`config.mk`:
```
export PLATFORM = sky130hd
export DESIGN_NAME = target_frame_receiver
export DESIGN_NICKNAME = d
export VERILOG_FILES = /design/src/rtl/tfr_pkg.sv /design/src/rtl/target_frame_receiver.sv /design/src/rtl/tfr_ctrl.sv /design/src/rtl/tfr_datapath.sv
export VERILOG_INCLUDE_DIRS = /design/src /design/src/rtl
export SDC_FILE = /design/constraint.sdc
export NUM_CORES = 1
export LEC_CHECK = 0
export BUFFER_PORTS_ARGS = -buffer_cell sky130_fd_sc_hd__buf_2
export CAP_MARGIN = 20
export CORE_ASPECT_RATIO = 1.75
export CORE_UTILIZATION = 60
export DETAILED_ROUTE_END_ITERATION = 6
export MAX_ROUTING_LAYER = met4
export PLACE_DENSITY = 0.83
export SLEW_MARGIN = 25
export SYNTH_ARGS = -nofsm -noshare
export SYNTH_HDL_FRONTEND = slang
export SYNTH_SLANG_ARGS = --single-unit
```
`constraint.sdc`:
```
create_clock -name aclk -period 9 [get_ports aclk]
set_input_delay 0.9 -clock aclk [delete_from_list [all_inputs] [get_ports aclk]]
set_output_delay 0.9 -clock aclk [all_outputs]
set_load 0.005 [all_outputs]
```
`src/rtl/target_frame_receiver_defines.svh`:
```
// Assertion macros used by the target frame receiver controller.
// No dependencies.
`ifndef TARGET_FRAME_RECEIVER_DEFINES_SVH
`define TARGET_FRAME_RECEIVER_DEFINES_SVH
`define TFR_ASSERT_IMPL(label, clk, rstn, ante, cons, msg) \
    label: assert property (@(posedge clk) disable iff (!rstn) (ante) |-> (cons)) \
        else $error(msg);
`define TFR_ASSERT_NEXT(label, clk, rstn, ante, cons, msg) \
    label: assert property (@(posedge clk) disable iff (!rstn) (ante) |=> (cons)) \
        else $error(msg);
`endif

```
`src/rtl/tfr_pkg.sv`:
```
// Types and constants of the target frame receiver.
// No dependencies.
package tfr_pkg;
    localparam logic [7:0]  SYNC_A = 8'hA5;
    localparam logic [7:0]  SYNC_B = 8'h5A;
    localparam logic [15:0] CRC_POLY = 16'h1021;
    localparam logic [15:0] CRC_INIT = 16'hFFFF;
    localparam logic [3:0]  HDR_LEN = 4'd8;
    localparam logic [4:0]  TGT_LEN = 5'd25;
    localparam logic [7:0]  PROTO_VERSION = 8'd1;

    localparam logic [0:0] OP_BYTE = 1'b0;
    localparam logic [0:0] OP_TICK = 1'b1;

    localparam logic [2:0] ST_NONE = 3'd0;
    localparam logic [2:0] ST_OTHER = 3'd1;
    localparam logic [2:0] ST_TARGET = 3'd2;
    localparam logic [2:0] ST_INVALID = 3'd3;
    localparam logic [2:0] ST_OVERSIZE = 3'd4;

    localparam logic [0:0] REG_TIMEOUT = 1'b0;
    localparam logic [0:0] REG_CODE = 1'b1;

    typedef struct packed {
        logic [0:0]  opcode;
        logic [7:0]  data_byte;
        logic [31:0] elapsed_ms;
    } tfr_in_t;

    typedef struct packed {
        logic [2:0]  status;
        logic        target_valid;
        logic        tracking;
        logic [31:0] yaw_bits;
        logic [31:0] pitch_bits;
        logic [31:0] yaw_rate_bits;
        logic [31:0] pitch_rate_bits;
        logic [31:0] confidence_bits;
        logic [31:0] stamp_ms;
        logic [31:0] updates;
    } tfr_out_t;

    typedef enum logic [2:0] {
        S_IDLE, S_BYTE, S_SCAN, S_HCRC, S_CHECK, S_TICK, S_OUT
    } tfr_state_t;

    typedef struct packed {
        logic load;
        logic do_byte;
        logic scan;
        logic hcrc;
        logic check;
        logic tick;
        logic emit;
    } tfr_cmd_t;

    typedef struct packed {
        logic scan_done;
        logic hcrc_done;
        logic need_check;
        logic need_hcrc;
    } tfr_stat_t;

    function automatic logic [15:0] crc_byte(input logic [15:0] crc, input logic [7:0] b);
        logic [15:0] c;
        c = crc ^ {b, 8'h00};
        for (int k = 0; k < 8; k++) begin
            c = c[15] ? ({c[14:0], 1'b0} ^ CRC_POLY) : {c[14:0], 1'b0};
        end
        return c;
    endfunction
endpackage

```
`src/rtl/target_frame_receiver.sv`:
```
// Top level of the target frame receiver.
// Depends on tfr_pkg, tfr_ctrl and tfr_datapath.
//
//   Channel   Direction  Handshake            Payload
//   s_        in         s_valid / s_ready    s_item (tfr_in_t)
//   m_        out        m_valid / m_ready    m_item (tfr_out_t)
//   cfg_      in         cfg_we               cfg_index, cfg_data
//
// A tick goes through S_IDLE, S_TICK and S_OUT, a byte through S_IDLE, S_BYTE,
// S_SCAN (a one-byte-a-cycle sync rescan of up to eight header bytes), S_HCRC
// (header CRC) or S_CHECK as needed, and S_OUT. One item is in flight.
// Reset is synchronous and clears all control and target state.
// A stalled result holds in the datapath registers until m_ready.
module target_frame_receiver
    import tfr_pkg::*;
#(
    parameter int MAX_PAYLOAD = 64
) (
    input  logic        aclk,
    input  logic        aresetn,
    input  logic        s_valid,
    output logic        s_ready,
    input  tfr_in_t     s_item,
    output logic        m_valid,
    input  logic        m_ready,
    output tfr_out_t    m_item,
    input  logic        cfg_we,
    input  logic [0:0]  cfg_index,
    input  logic [31:0] cfg_data
);
    tfr_cmd_t  cmd;
    tfr_stat_t stat;

    tfr_ctrl u_ctrl (
        .aclk(aclk), .aresetn(aresetn), .in_valid(s_valid),
        .in_tick(s_item.opcode == OP_TICK), .out_ready(m_ready), .stat(stat),
        .in_ready(s_ready), .out_valid(m_valid), .cmd(cmd)
    );

    tfr_datapath #(.MAX_PAYLOAD(MAX_PAYLOAD)) u_dp (
        .aclk(aclk), .aresetn(aresetn), .cmd(cmd), .in_item(s_item),
        .cfg_we(cfg_we), .cfg_index(cfg_index), .cfg_data(cfg_data),
        .stat(stat), .out_item(m_item)
    );
endmodule

```
`src/rtl/tfr_ctrl.sv`:
```
// Controller state machine of the target frame receiver.
// Depends on tfr_pkg and the assertion macro header.
`include "target_frame_receiver_defines.svh"
module tfr_ctrl
    import tfr_pkg::*;
(
    input  logic      aclk,
    input  logic      aresetn,
    input  logic      in_valid,
    input  logic      in_tick,
    input  logic      out_ready,
    input  tfr_stat_t stat,
    output logic      in_ready,
    output logic      out_valid,
    output tfr_cmd_t  cmd
);
    tfr_state_t state_reg, state_next;

    always_ff @(posedge aclk) begin
        if (!aresetn) begin
            state_reg <= S_IDLE;
        end else begin
            state_reg <= state_next;
        end
    end

    always_comb begin
        state_next = state_reg;
        unique case (state_reg)
            S_IDLE: begin
                if (in_valid) begin
                    state_next = in_tick ? S_TICK : S_BYTE;
                end
            end
            S_BYTE: state_next = S_SCAN;
            S_SCAN: begin
                if (stat.scan_done) begin
                    if (stat.need_hcrc) begin
                        state_next = S_HCRC;
                    end else if (stat.need_check) begin
                        state_next = S_CHECK;
                    end else begin
                        state_next = S_OUT;
                    end
                end
            end
            S_HCRC: if (stat.hcrc_done) state_next = S_OUT;
            S_CHECK: state_next = S_OUT;
            S_TICK: state_next = S_OUT;
            S_OUT: if (out_ready) state_next = S_IDLE;
            default: state_next = S_IDLE;
        endcase
    end

    always_comb begin
        cmd = '0;
        in_ready = 1'b0;
        out_valid = 1'b0;
        unique case (state_reg)
            S_IDLE: begin
                in_ready = 1'b1;
                cmd.load = in_valid;
            end
            S_BYTE: cmd.do_byte = 1'b1;
            S_SCAN: cmd.scan = 1'b1;
            S_HCRC: cmd.hcrc = 1'b1;
            S_CHECK: cmd.check = 1'b1;
            S_TICK: cmd.tick = 1'b1;
            S_OUT: begin
                out_valid = 1'b1;
                cmd.emit = 1'b1;
            end
            default: ;
        endcase
    end

    `TFR_ASSERT_IMPL(a_ready_idle, aclk, aresetn, in_ready, !out_valid, "ready while result pending")
    `TFR_ASSERT_NEXT(a_load_leaves, aclk, aresetn, in_valid && in_ready, state_reg != S_IDLE,
        "accepted item did not start")
    `TFR_ASSERT_NEXT(a_out_holds, aclk, aresetn, out_valid && !out_ready, out_valid,
        "result dropped")
endmodule

```
`src/rtl/tfr_datapath.sv`:
```
// Datapath of the target frame receiver: header window, CRC, capture and target state.
// Depends on tfr_pkg.
module tfr_datapath
    import tfr_pkg::*;
#(
    parameter int MAX_PAYLOAD = 64
) (
    input  logic        aclk,
    input  logic        aresetn,
    input  tfr_cmd_t    cmd,
    input  tfr_in_t     in_item,
    input  logic        cfg_we,
    input  logic [0:0]  cfg_index,
    input  logic [31:0] cfg_data,
    output tfr_stat_t   stat,
    output tfr_out_t    out_item
);
    logic [7:0]  win_reg [8];
    logic [15:0] held_reg;
    logic [15:0] crc_reg;
    logic [7:0]  crc_low_reg;
    logic [7:0]  cap_reg [25];
    logic [31:0] fld_reg [6];
    logic        valid_reg, track_reg;
    logic [31:0] upd_reg, age_reg, tmo_reg;
    logic [7:0]  code_reg;
    logic [7:0]  byte_reg;
    logic [31:0] ela_reg;
    logic [2:0]  st_reg;
    logic        chk_reg;
    logic        hcrc_need_reg;
    logic [2:0]  hidx_reg;
    logic [15:0] rcv_reg;

    logic [15:0] len, pos;
    logic        bad;
    logic [31:0] w [6];
    logic [32:0] age_sum;
    logic        fbad;

    assign len = {win_reg[5], win_reg[4]};
    assign pos = held_reg - 16'(HDR_LEN);
    assign bad = (held_reg != 16'd0) && ((win_reg[0] != SYNC_A) ||
                 ((held_reg > 16'd1) && (win_reg[1] != SYNC_B)));
    assign age_sum = {1'b0, age_reg} + {1'b0, ela_reg};

    always_comb begin
        for (int i = 0; i < 6; i++) begin
            w[i] = {cap_reg[i*4+3], cap_reg[i*4+2], cap_reg[i*4+1], cap_reg[i*4]};
        end
        fbad = 1'b0;
        for (int i = 0; i < 5; i++) begin
            if (w[i][30:23] == 8'hFF) fbad = 1'b1;
        end
        if (w[4][31]) begin
            if (w[4] != 32'h8000_0000) fbad = 1'b1;
        end else if (w[4] > 32'h3F80_0000) begin
            fbad = 1'b1;
        end
    end

    assign stat.scan_done = !bad;
    assign stat.hcrc_done = (hidx_reg == 3'd7);
    assign stat.need_check = chk_reg;
    assign stat.need_hcrc = !bad && !chk_reg && !hcrc_need_reg &&
                            (held_reg == 16'(HDR_LEN)) && (32'(len) <= 32'(MAX_PAYLOAD));

    always_ff @(posedge aclk) begin
        if (!aresetn) begin
            for (int i = 0; i < 8; i++) win_reg[i] <= 8'd0;
            held_reg <= '0;
            crc_reg <= CRC_INIT;
            crc_low_reg <= '0;
            for (int i = 0; i < 6; i++) fld_reg[i] <= '0;
            valid_reg <= 1'b0;
            track_reg <= 1'b0;
            upd_reg <= '0;
            age_reg <= '0;
            tmo_reg <= '0;
            code_reg <= 8'd1;
            st_reg <= ST_NONE;
            chk_reg <= 1'b0;
            hcrc_need_reg <= 1'b0;
            hidx_reg <= '0;
        end else begin
            if (cfg_we) begin
                if (cfg_index == REG_TIMEOUT) tmo_reg <= cfg_data;
                else code_reg <= cfg_data[7:0];
            end
            if (cmd.load) begin
                byte_reg <= in_item.data_byte;
                ela_reg <= in_item.elapsed_ms;
                st_reg <= ST_NONE;
                chk_reg <= 1'b0;
                hcrc_need_reg <= 1'b0;
            end
            if (cmd.do_byte) begin
                if (held_reg < 16'(HDR_LEN)) begin
                    win_reg[held_reg[2:0]] <= byte_reg;
                    held_reg <= held_reg + 16'd1;
                end else if (pos < len) begin
                    if (pos < 16'(TGT_LEN)) cap_reg[pos[4:0]] <= byte_reg;
                    crc_reg <= crc_byte(crc_reg, byte_reg);
                    held_reg <= held_reg + 16'd1;
                end else if (pos == len) begin
                    crc_low_reg <= byte_reg;
                    held_reg <= held_reg + 16'd1;
                end else begin
                    rcv_reg <= {byte_reg, crc_low_reg};
                    chk_reg <= 1'b1;
                end
            end
            if (cmd.scan && !chk_reg) begin
                if (bad) begin
                    for (int i = 0; i < 7; i++) win_reg[i] <= win_reg[i+1];
                    held_reg <= held_reg - 16'd1;
                end else if (held_reg == 16'(HDR_LEN) && !hcrc_need_reg) begin
                    if (32'(len) > 32'(MAX_PAYLOAD)) begin
                        for (int i = 0; i < 7; i++) win_reg[i] <= win_reg[i+1];
                        held_reg <= held_reg - 16'd1;
                        st_reg <= ST_OVERSIZE;
                    end else begin
                        hcrc_need_reg <= 1'b1;
                        hidx_reg <= '0;
                        crc_reg <= CRC_INIT;
                    end
                end
            end
            if (cmd.hcrc) begin
                crc_reg <= crc_byte(crc_reg, win_reg[hidx_reg]);
                hidx_reg <= hidx_reg + 3'd1;
            end
            if (cmd.check) begin
                held_reg <= '0;
                crc_reg <= CRC_INIT;
                if (win_reg[2] != PROTO_VERSION || rcv_reg != crc_reg) begin
                    st_reg <= ST_INVALID;
                end else if (win_reg[3] != code_reg) begin
                    st_reg <= ST_OTHER;
                end else if (len != 16'(TGT_LEN) || fbad) begin
                    st_reg <= ST_INVALID;
                end else begin
                    for (int i = 0; i < 6; i++) fld_reg[i] <= w[i];
                    valid_reg <= (cap_reg[24] != 8'd0);
                    track_reg <= (cap_reg[24] != 8'd0);
                    upd_reg <= upd_reg + 32'd1;
                    age_reg <= '0;
                    st_reg <= ST_TARGET;
                end
            end
            if (cmd.tick) begin
                age_reg <= age_sum[32] ? 32'hFFFF_FFFF : age_sum[31:0];
                if (tmo_reg != 32'd0 &&
                    (age_sum[32] ? 32'hFFFF_FFFF : age_sum[31:0]) > tmo_reg) begin
                    valid_reg <= 1'b0;
                end
            end
        end
    end

    assign out_item.status = st_reg;
    assign out_item.target_valid = valid_reg;
    assign out_item.tracking = track_reg;
    assign out_item.yaw_bits = fld_reg[0];
    assign out_item.pitch_bits = fld_reg[1];
    assign out_item.yaw_rate_bits = fld_reg[2];
    assign out_item.pitch_rate_bits = fld_reg[3];
    assign out_item.confidence_bits = fld_reg[4];
    assign out_item.stamp_ms = fld_reg[5];
    assign out_item.updates = upd_reg;
endmodule

```
* Word level (Yosys, flattened, before mapping)
Memories as Yosys holds them, arrays and structs flattened. A register that Yosys moved wholly into a read port is not among the register bits.
Cells that the tools add are included.
** Storage, ports and cells
- Register bits :: 213
- Memory bits (writable) :: 456
- Memories :: 3
** Cells by class
- Add/subtract/negate cells :: 6
- $lt $le $gt $ge :: 8
- Equal/unequal tests :: 30
- Multiplexer cells :: 144
- Bitwise gates (word level) :: 46
- Reduce and logical (&&, ||, !) cells :: 34
** Memory list
- u_dp.cap_reg :: depth 25, bits a word 8, rd ports 25, clocked after Yosys merged registers in 0, write ports 1, line tfr_datapath.sv:22 : logic [7:0] cap_reg [25];
- u_dp.fld_reg :: depth 6, bits a word 32, rd ports 6, clocked after Yosys merged registers in 0, write ports 6, line tfr_datapath.sv:23 : logic [31:0] fld_reg [6];
- u_dp.win_reg :: depth 8, bits a word 8, rd ports 9, clocked after Yosys merged registers in 1, write ports 8, line tfr_datapath.sv:18 : logic [7:0] win_reg [8];
** Operator list (number)
- two-way mux 32 bit :: 12
- two-way mux 16 bit :: 16
- two-way mux 13 bit :: 16
- two-way mux 8 bit :: 15
- two-way mux 3 bit :: 22
- two-way mux 1 bit :: 61
- NOT 3 bit :: 16
- == test 8 bit, second input constant :: 5
- adder 32 x 32 -> 33 bit :: 1
- adder 32 x 1 -> 32 bit, second input constant :: 1
- > comparator 32 x 30 -> 1 bit, second input constant :: 1
- > comparator 32 bit :: 1
- inequality test 32 bit, second input constant :: 1
- nonzero test 32 bit :: 1
- bitwise XOR 16 bit :: 2
- OR 1 bit :: 20
- AND reduction 4 bit :: 5
- inequality test 2 bit, second input constant :: 9
- case mux 3 bit (6 select lines) :: 1
- adder 16 x 1 -> 16 bit, second input constant :: 1
- == test 16 bit :: 1
- == test 16 x 4 -> 1 bit, second input constant :: 1
- > comparator 16 x 1 -> 1 bit, second input constant :: 1
- > comparator 16 x 7 -> 1 bit, second input constant :: 1
- 29 further kinds :: 57

* Logic depth before layout (Yosys ltp)
- Depth in word-level cells :: 25
- Mapped depth :: 19

* Hierarchy
Synthesis repeated with hierarchy kept, for this count alone.
** Second synthesis, totals
- Cells, all modules :: 2376
- Area, all modules :: 29459.5 µm²
** By module, submodules not included
- tfr_datapath :: times used 1, cells each 2339, area an instance 29193.0 µm², seq. area each 18517.8 µm²
- tfr_ctrl :: times used 1, cells each 37, area an instance 266.5 µm², seq. area each 60.1 µm²

* Worst setup path before layout
Ideal clock, no wire load.
- Kind :: register to register
- Start point :: mem u_dp.win_reg[2][3]
- End point :: mem u_dp.fld_reg[0][0], enable pin
- Setup time :: 0.544 ns
- Data arrival time :: 5.550 ns
- Required time :: 8.456 ns
- Slack :: 2.905 ns
- Cell stages (with the launch flop) :: 7
- Path buffers :: 0
- Path through :: edfxtp_1 -> nor4b_1 -> nand4_1 -> or4_4 -> nor3_2 -> nor2_1 -> inv_1
** RTL lines (line)
- start: declaration :: tfr_datapath.sv:18
- end: declaration :: tfr_datapath.sv:23

* Final worst setup path
- Start point :: reg u_dp.ela_reg[0]
- End point :: reg u_dp.valid_reg
** Between the ends
- Word-level cells in the longest chain between the ends :: 6
** Ends and longest elaborated chain
- start: declaration :: line tfr_datapath.sv:28 : logic [31:0] ela_reg;
- start signal: assignment :: line tfr_datapath.sv:92 : ela_reg <= in_item.elapsed_ms;
- adder 32 x 32 -> 33 bit :: line tfr_datapath.sv:45 : assign age_sum = {1'b0, age_reg} + {1'b0, ela_reg};
- two-way mux 32 bit :: line tfr_datapath.sv:154 : (age_sum[32] ? 32'hFFFF_FFFF : age_sum[31:0]) > tmo_reg) begin
- > comparator 32 bit :: line tfr_datapath.sv:154
- logical AND 1 bit :: line tfr_datapath.sv:153 : if (tmo_reg != 32'd0 &&
- two-way mux 1 bit :: line tfr_datapath.sv:153
- two-way mux 1 bit :: line tfr_datapath.sv:151 : if (cmd.tick) begin
- end signal: assignment :: line tfr_datapath.sv:144 : valid_reg <= (cap_reg[24] != 8'd0);
- end: declaration :: line tfr_datapath.sv:24 : logic valid_reg, track_reg;
Every way passes these cells.
A chain may end at the register's enable or synchronous reset.

==> out/qor.csv <==
stage,metric,value,unit
cts,hold buffers post-CTS,0,
sta,Setup TNS Final,0,ns
setup_path,critical path type,register to register,
detailed_routing,vias,19200,
pwr,Peak VDD IR,219,uV
detailed_routing,met3 wire len,3540,um
setup_path,cells on worst reg2reg path,18,
hold_path,WHS Path Cells,0,
cts,Resize count post-CTS,0,
sta,worst-margin pin slew,1.05,ns
placement,dpl hpwl,49000,um
setup_path,RR Endpoint,u_dp.valid_reg,
setup_path,CP Capture Type,register,
placement,IO buf count,309,
global_routing,first-pass GRT wire length,105000,um
setup_path,worst path cell trace,ha_1 > fa_1 > a211oi_1 > nor2_1 > o221ai_1 > a21boi_0 > o31ai_1 > a21o_1 > o21ai_0 > ha_1 > nand4_1 > nor2_1 > nand3_1 > or3_1 > nor2_1 > nand4_1 > nand3_1 > a21oi_1,
pwr,total power draw,0.00898,W
placement,routability cong.,1.01,
sta,Slew headroom,29.2,%
cts,Clock Tree Buf Depth,3,
die,row count,106,
detailed_routing,final wirelength,69600,um
logic_synthesis,register area share after synthesis,64.0,%
pwr,Power Density,272,nW/um^2
cts,H-tree depth,2,
setup_path,RR Startpoint,u_dp.ela_reg[0],
layout,share of layout cells above drive strength 1,18.5,%
logic_synthesis,dominant synthesized flop cell,edfxtp_1,
sta,Final Skew,0.0258,ns
cts,clk_lat worst skew,0.62,ns
detailed_routing,ANT nets after route,0,
sta,Max Clk Rate,173,MHz
detailed_routing,Metal-1 WL,24700,um
logic_synthesis,Post-Syn Area,29000,sq um
global_routing,pin count of the biggest net entering global routing,111,
die,Die Ht,293,um
layout,nets,2756,
global_routing,antenna violations before repair,1,
cts,TritonCTS clock tree,built,
cts,Post-CTS Setup Repair Bufs,0,
hold_path,Worst Hold End,u_dp.rcv_reg[0],
hold_path,Hold Startpoint,u_dp.crc_low_reg[0],
die,Core ar.,47700,sq um
logic_synthesis,Mean Syn Cell Area,12.7,sq um
detailed_routing,router iterations before antenna repair,5,
cts,Clock Sinks,672,
logic_synthesis,Mapped Cells,2293,
sta,final hold vios,0,
layout,Fill cells,3323,
sta,fin. max-slew vios,0,
setup_path,flop-to-flop setup slack,3.23,ns
die,io pins,310,
sta,fin crit share,64.1,%
job,Max-cap violations,0,
detailed_routing,DRT iter0 DRCs,1527,
setup_path,critical path's slowest cell,a21o_1,
sta,RSZ-0062 raised after global routing,false,
detailed_routing,metal2 WL,37100,um
hold_path,Min-Delay Path Class,register to register,
detailed_routing,routed len/inst,21.6,um
cts,clock slew at reported path FFs,0.07,ns
cts,root buf cell,clkbuf_16,
logic_synthesis,post-synth cell types,77,
die,Die Area,49300,sq um
logic_synthesis,net count after synthesis,2465,
global_routing,vias in the first global route,18900,
outcome,outcome,"finished, final reports clean",
setup_path,CP most frequent cell,nor2_1,
global_routing,grt total ovfl,0,
setup_path,arrival time at the worst endpoint,6.27,ns
pwr,Leak,12.6,nW
sta,min cycle time layout,5.77,ns
logic_synthesis,Ys Warns,0,
setup_path,"critical path fanouts, max",27,
layout,"Core Util, Final",69.2,%
detailed_routing,DR top layer,met4,
cts,CTS buffer count,56,
die,Initial Utilization,60.8,%
logic_synthesis,"FFs w/ async S/R, synth",0,%
layout,area grow syn2layout,13.7,%
layout,number of flip-flops under the largest register name,200,
global_routing,GRT Total Usage,28.8,%
sta,Setup-failing EPs final,0,
setup_path,Critical Path Max Stage Delay,0.77,ns
detailed_routing,DR vias/cell,5.95,
setup_path,Worst setup SP type,register,
logic_synthesis,synthesized flop and latch total,672,
die,die width,168,um
logic_synthesis,Post-synth EDFFs,512,
setup_path,Worst EP required,9.50,ns
detailed_routing,DRC viols,0,
layout by cell type, fill, tap and decap left out, types with 17 or more instances in the layout:
cell type,synthesis,layout
and2_1,223,223
and3_1,21,21
nor2_1,134,132
nand4_1,47,47
inv_1,66,65
edfxtp_1,512,512
nor3_1,36,33
buf_2,10,309
clkbuf_16,0,56
a22o_1,76,76
o21ai_0,66,60
mux2i_1,18,18
a21o_1,26,26
xor2_1,61,61
buf_4,2,24
xnor2_1,79,79
nor4_1,27,26
nand2_1,196,196
a21oi_1,104,104
ha_1,92,92
dfxtp_1,160,160
nand3_1,40,40
nand2b_1,18,17
synth_stat cells, types with 47 or more instances:
library cell | number | area, sq um
a22o_1 | 76 | 666
xnor2_1 | 79 | 692
ha_1 | 92 | 1150
nand2_1 | 196 | 736
clkbuf_1 | 83 | 312
and2_1 | 223 | 1400
dfxtp_1 | 160 | 3200
a21oi_1 | 104 | 521
nor2_1 | 134 | 503
nand4_1 | 47 | 294
edfxtp_1 | 512 | 15400
inv_1 | 66 | 248
xor2_1 | 61 | 534
o21ai_0 | 66 | 330
worst max-delay path: cells and delay by family (launching register included):
kind | cells | cell delay, ns
compound gates | 7 | 2.83
simple gates | 8 | 1.36
fa+ha+maj | 3 | 1.07
flops | 1 | 0.38
area by class of cell:
cell class / count / area [sq um] / area share, %
Antenna cell: 1 / 2.50 / 0.00757
Inverter: 67 / 256 / 0.776
Timing Repair Buffer: 333 / 1730 / 5.23
Clock buffer: 67 / 1460 / 4.43
Multi-Input combinational cell: 1454 / 9870 / 29.9
Clock inverter: 38 / 404 / 1.22
Tap cell: 594 / 743 / 2.25
Sequential cell: 672 / 18600 / 56.2
per-layer routing:
| metal | global-route usage, % | vias to the layer above |
|---|---|---|
| met5 | - | - |
| met1 | 30.0 | 9237 |
| met4 | 17.1 | 0 |
| met3 | 2.90 | 216 |
| met2 | 52.3 | 778 |
| li1 | - | 8957 |
power by group:
group	leakage [nW]	switching, W	internal [W]
clock	0.909	0.00112	0.00135
combinational	5.44	0.00158	0.00101
sequential	6.26	0.000287	0.00365
cells by family after synthesis:
group,after synthesis,synth area share [%]
buf+inv,167,2.25
mux,45,2.29
other cells,1,0.0129
flops,672,64.0
simple gates,805,14.7
fa+ha+maj,93,4.03
xor+xnor,140,4.22
compound gates,370,8.53
how the worst max path moves through the flow:
stage	startpoint	to	slack [ns]	cells past startpoint
after floorplan	u_dp.win_reg[2][3]	u_dp.fld_reg[0][0]	2.91	6
after global placement	u_dp.ela_reg[0]	u_dp.valid_reg	3.51	18
after detailed placement	u_dp.ela_reg[0]	u_dp.valid_reg	3.40	18
after CTS	u_dp.ela_reg[0]	u_dp.valid_reg	3.38	18
after global routing	u_dp.ela_reg[0]	u_dp.valid_reg	2.95	18
final	u_dp.ela_reg[0]	u_dp.valid_reg	3.23	18
metrics by stage:
stage	hold slack [ns]	setup WS (ns)	instances	cell area (sq um)
final	0.428	3.23	3226	33000
after global routing	0.439	2.95	3226	33000
after CTS	0.429	3.38	3225	33000
after detailed placement	0.414	3.40	3120	31200
after global placement	0.415	3.51	3120	31200
after floorplan	0.408	2.91	2293	29000
Note: power is estimated with default switching activity, not from simulation.
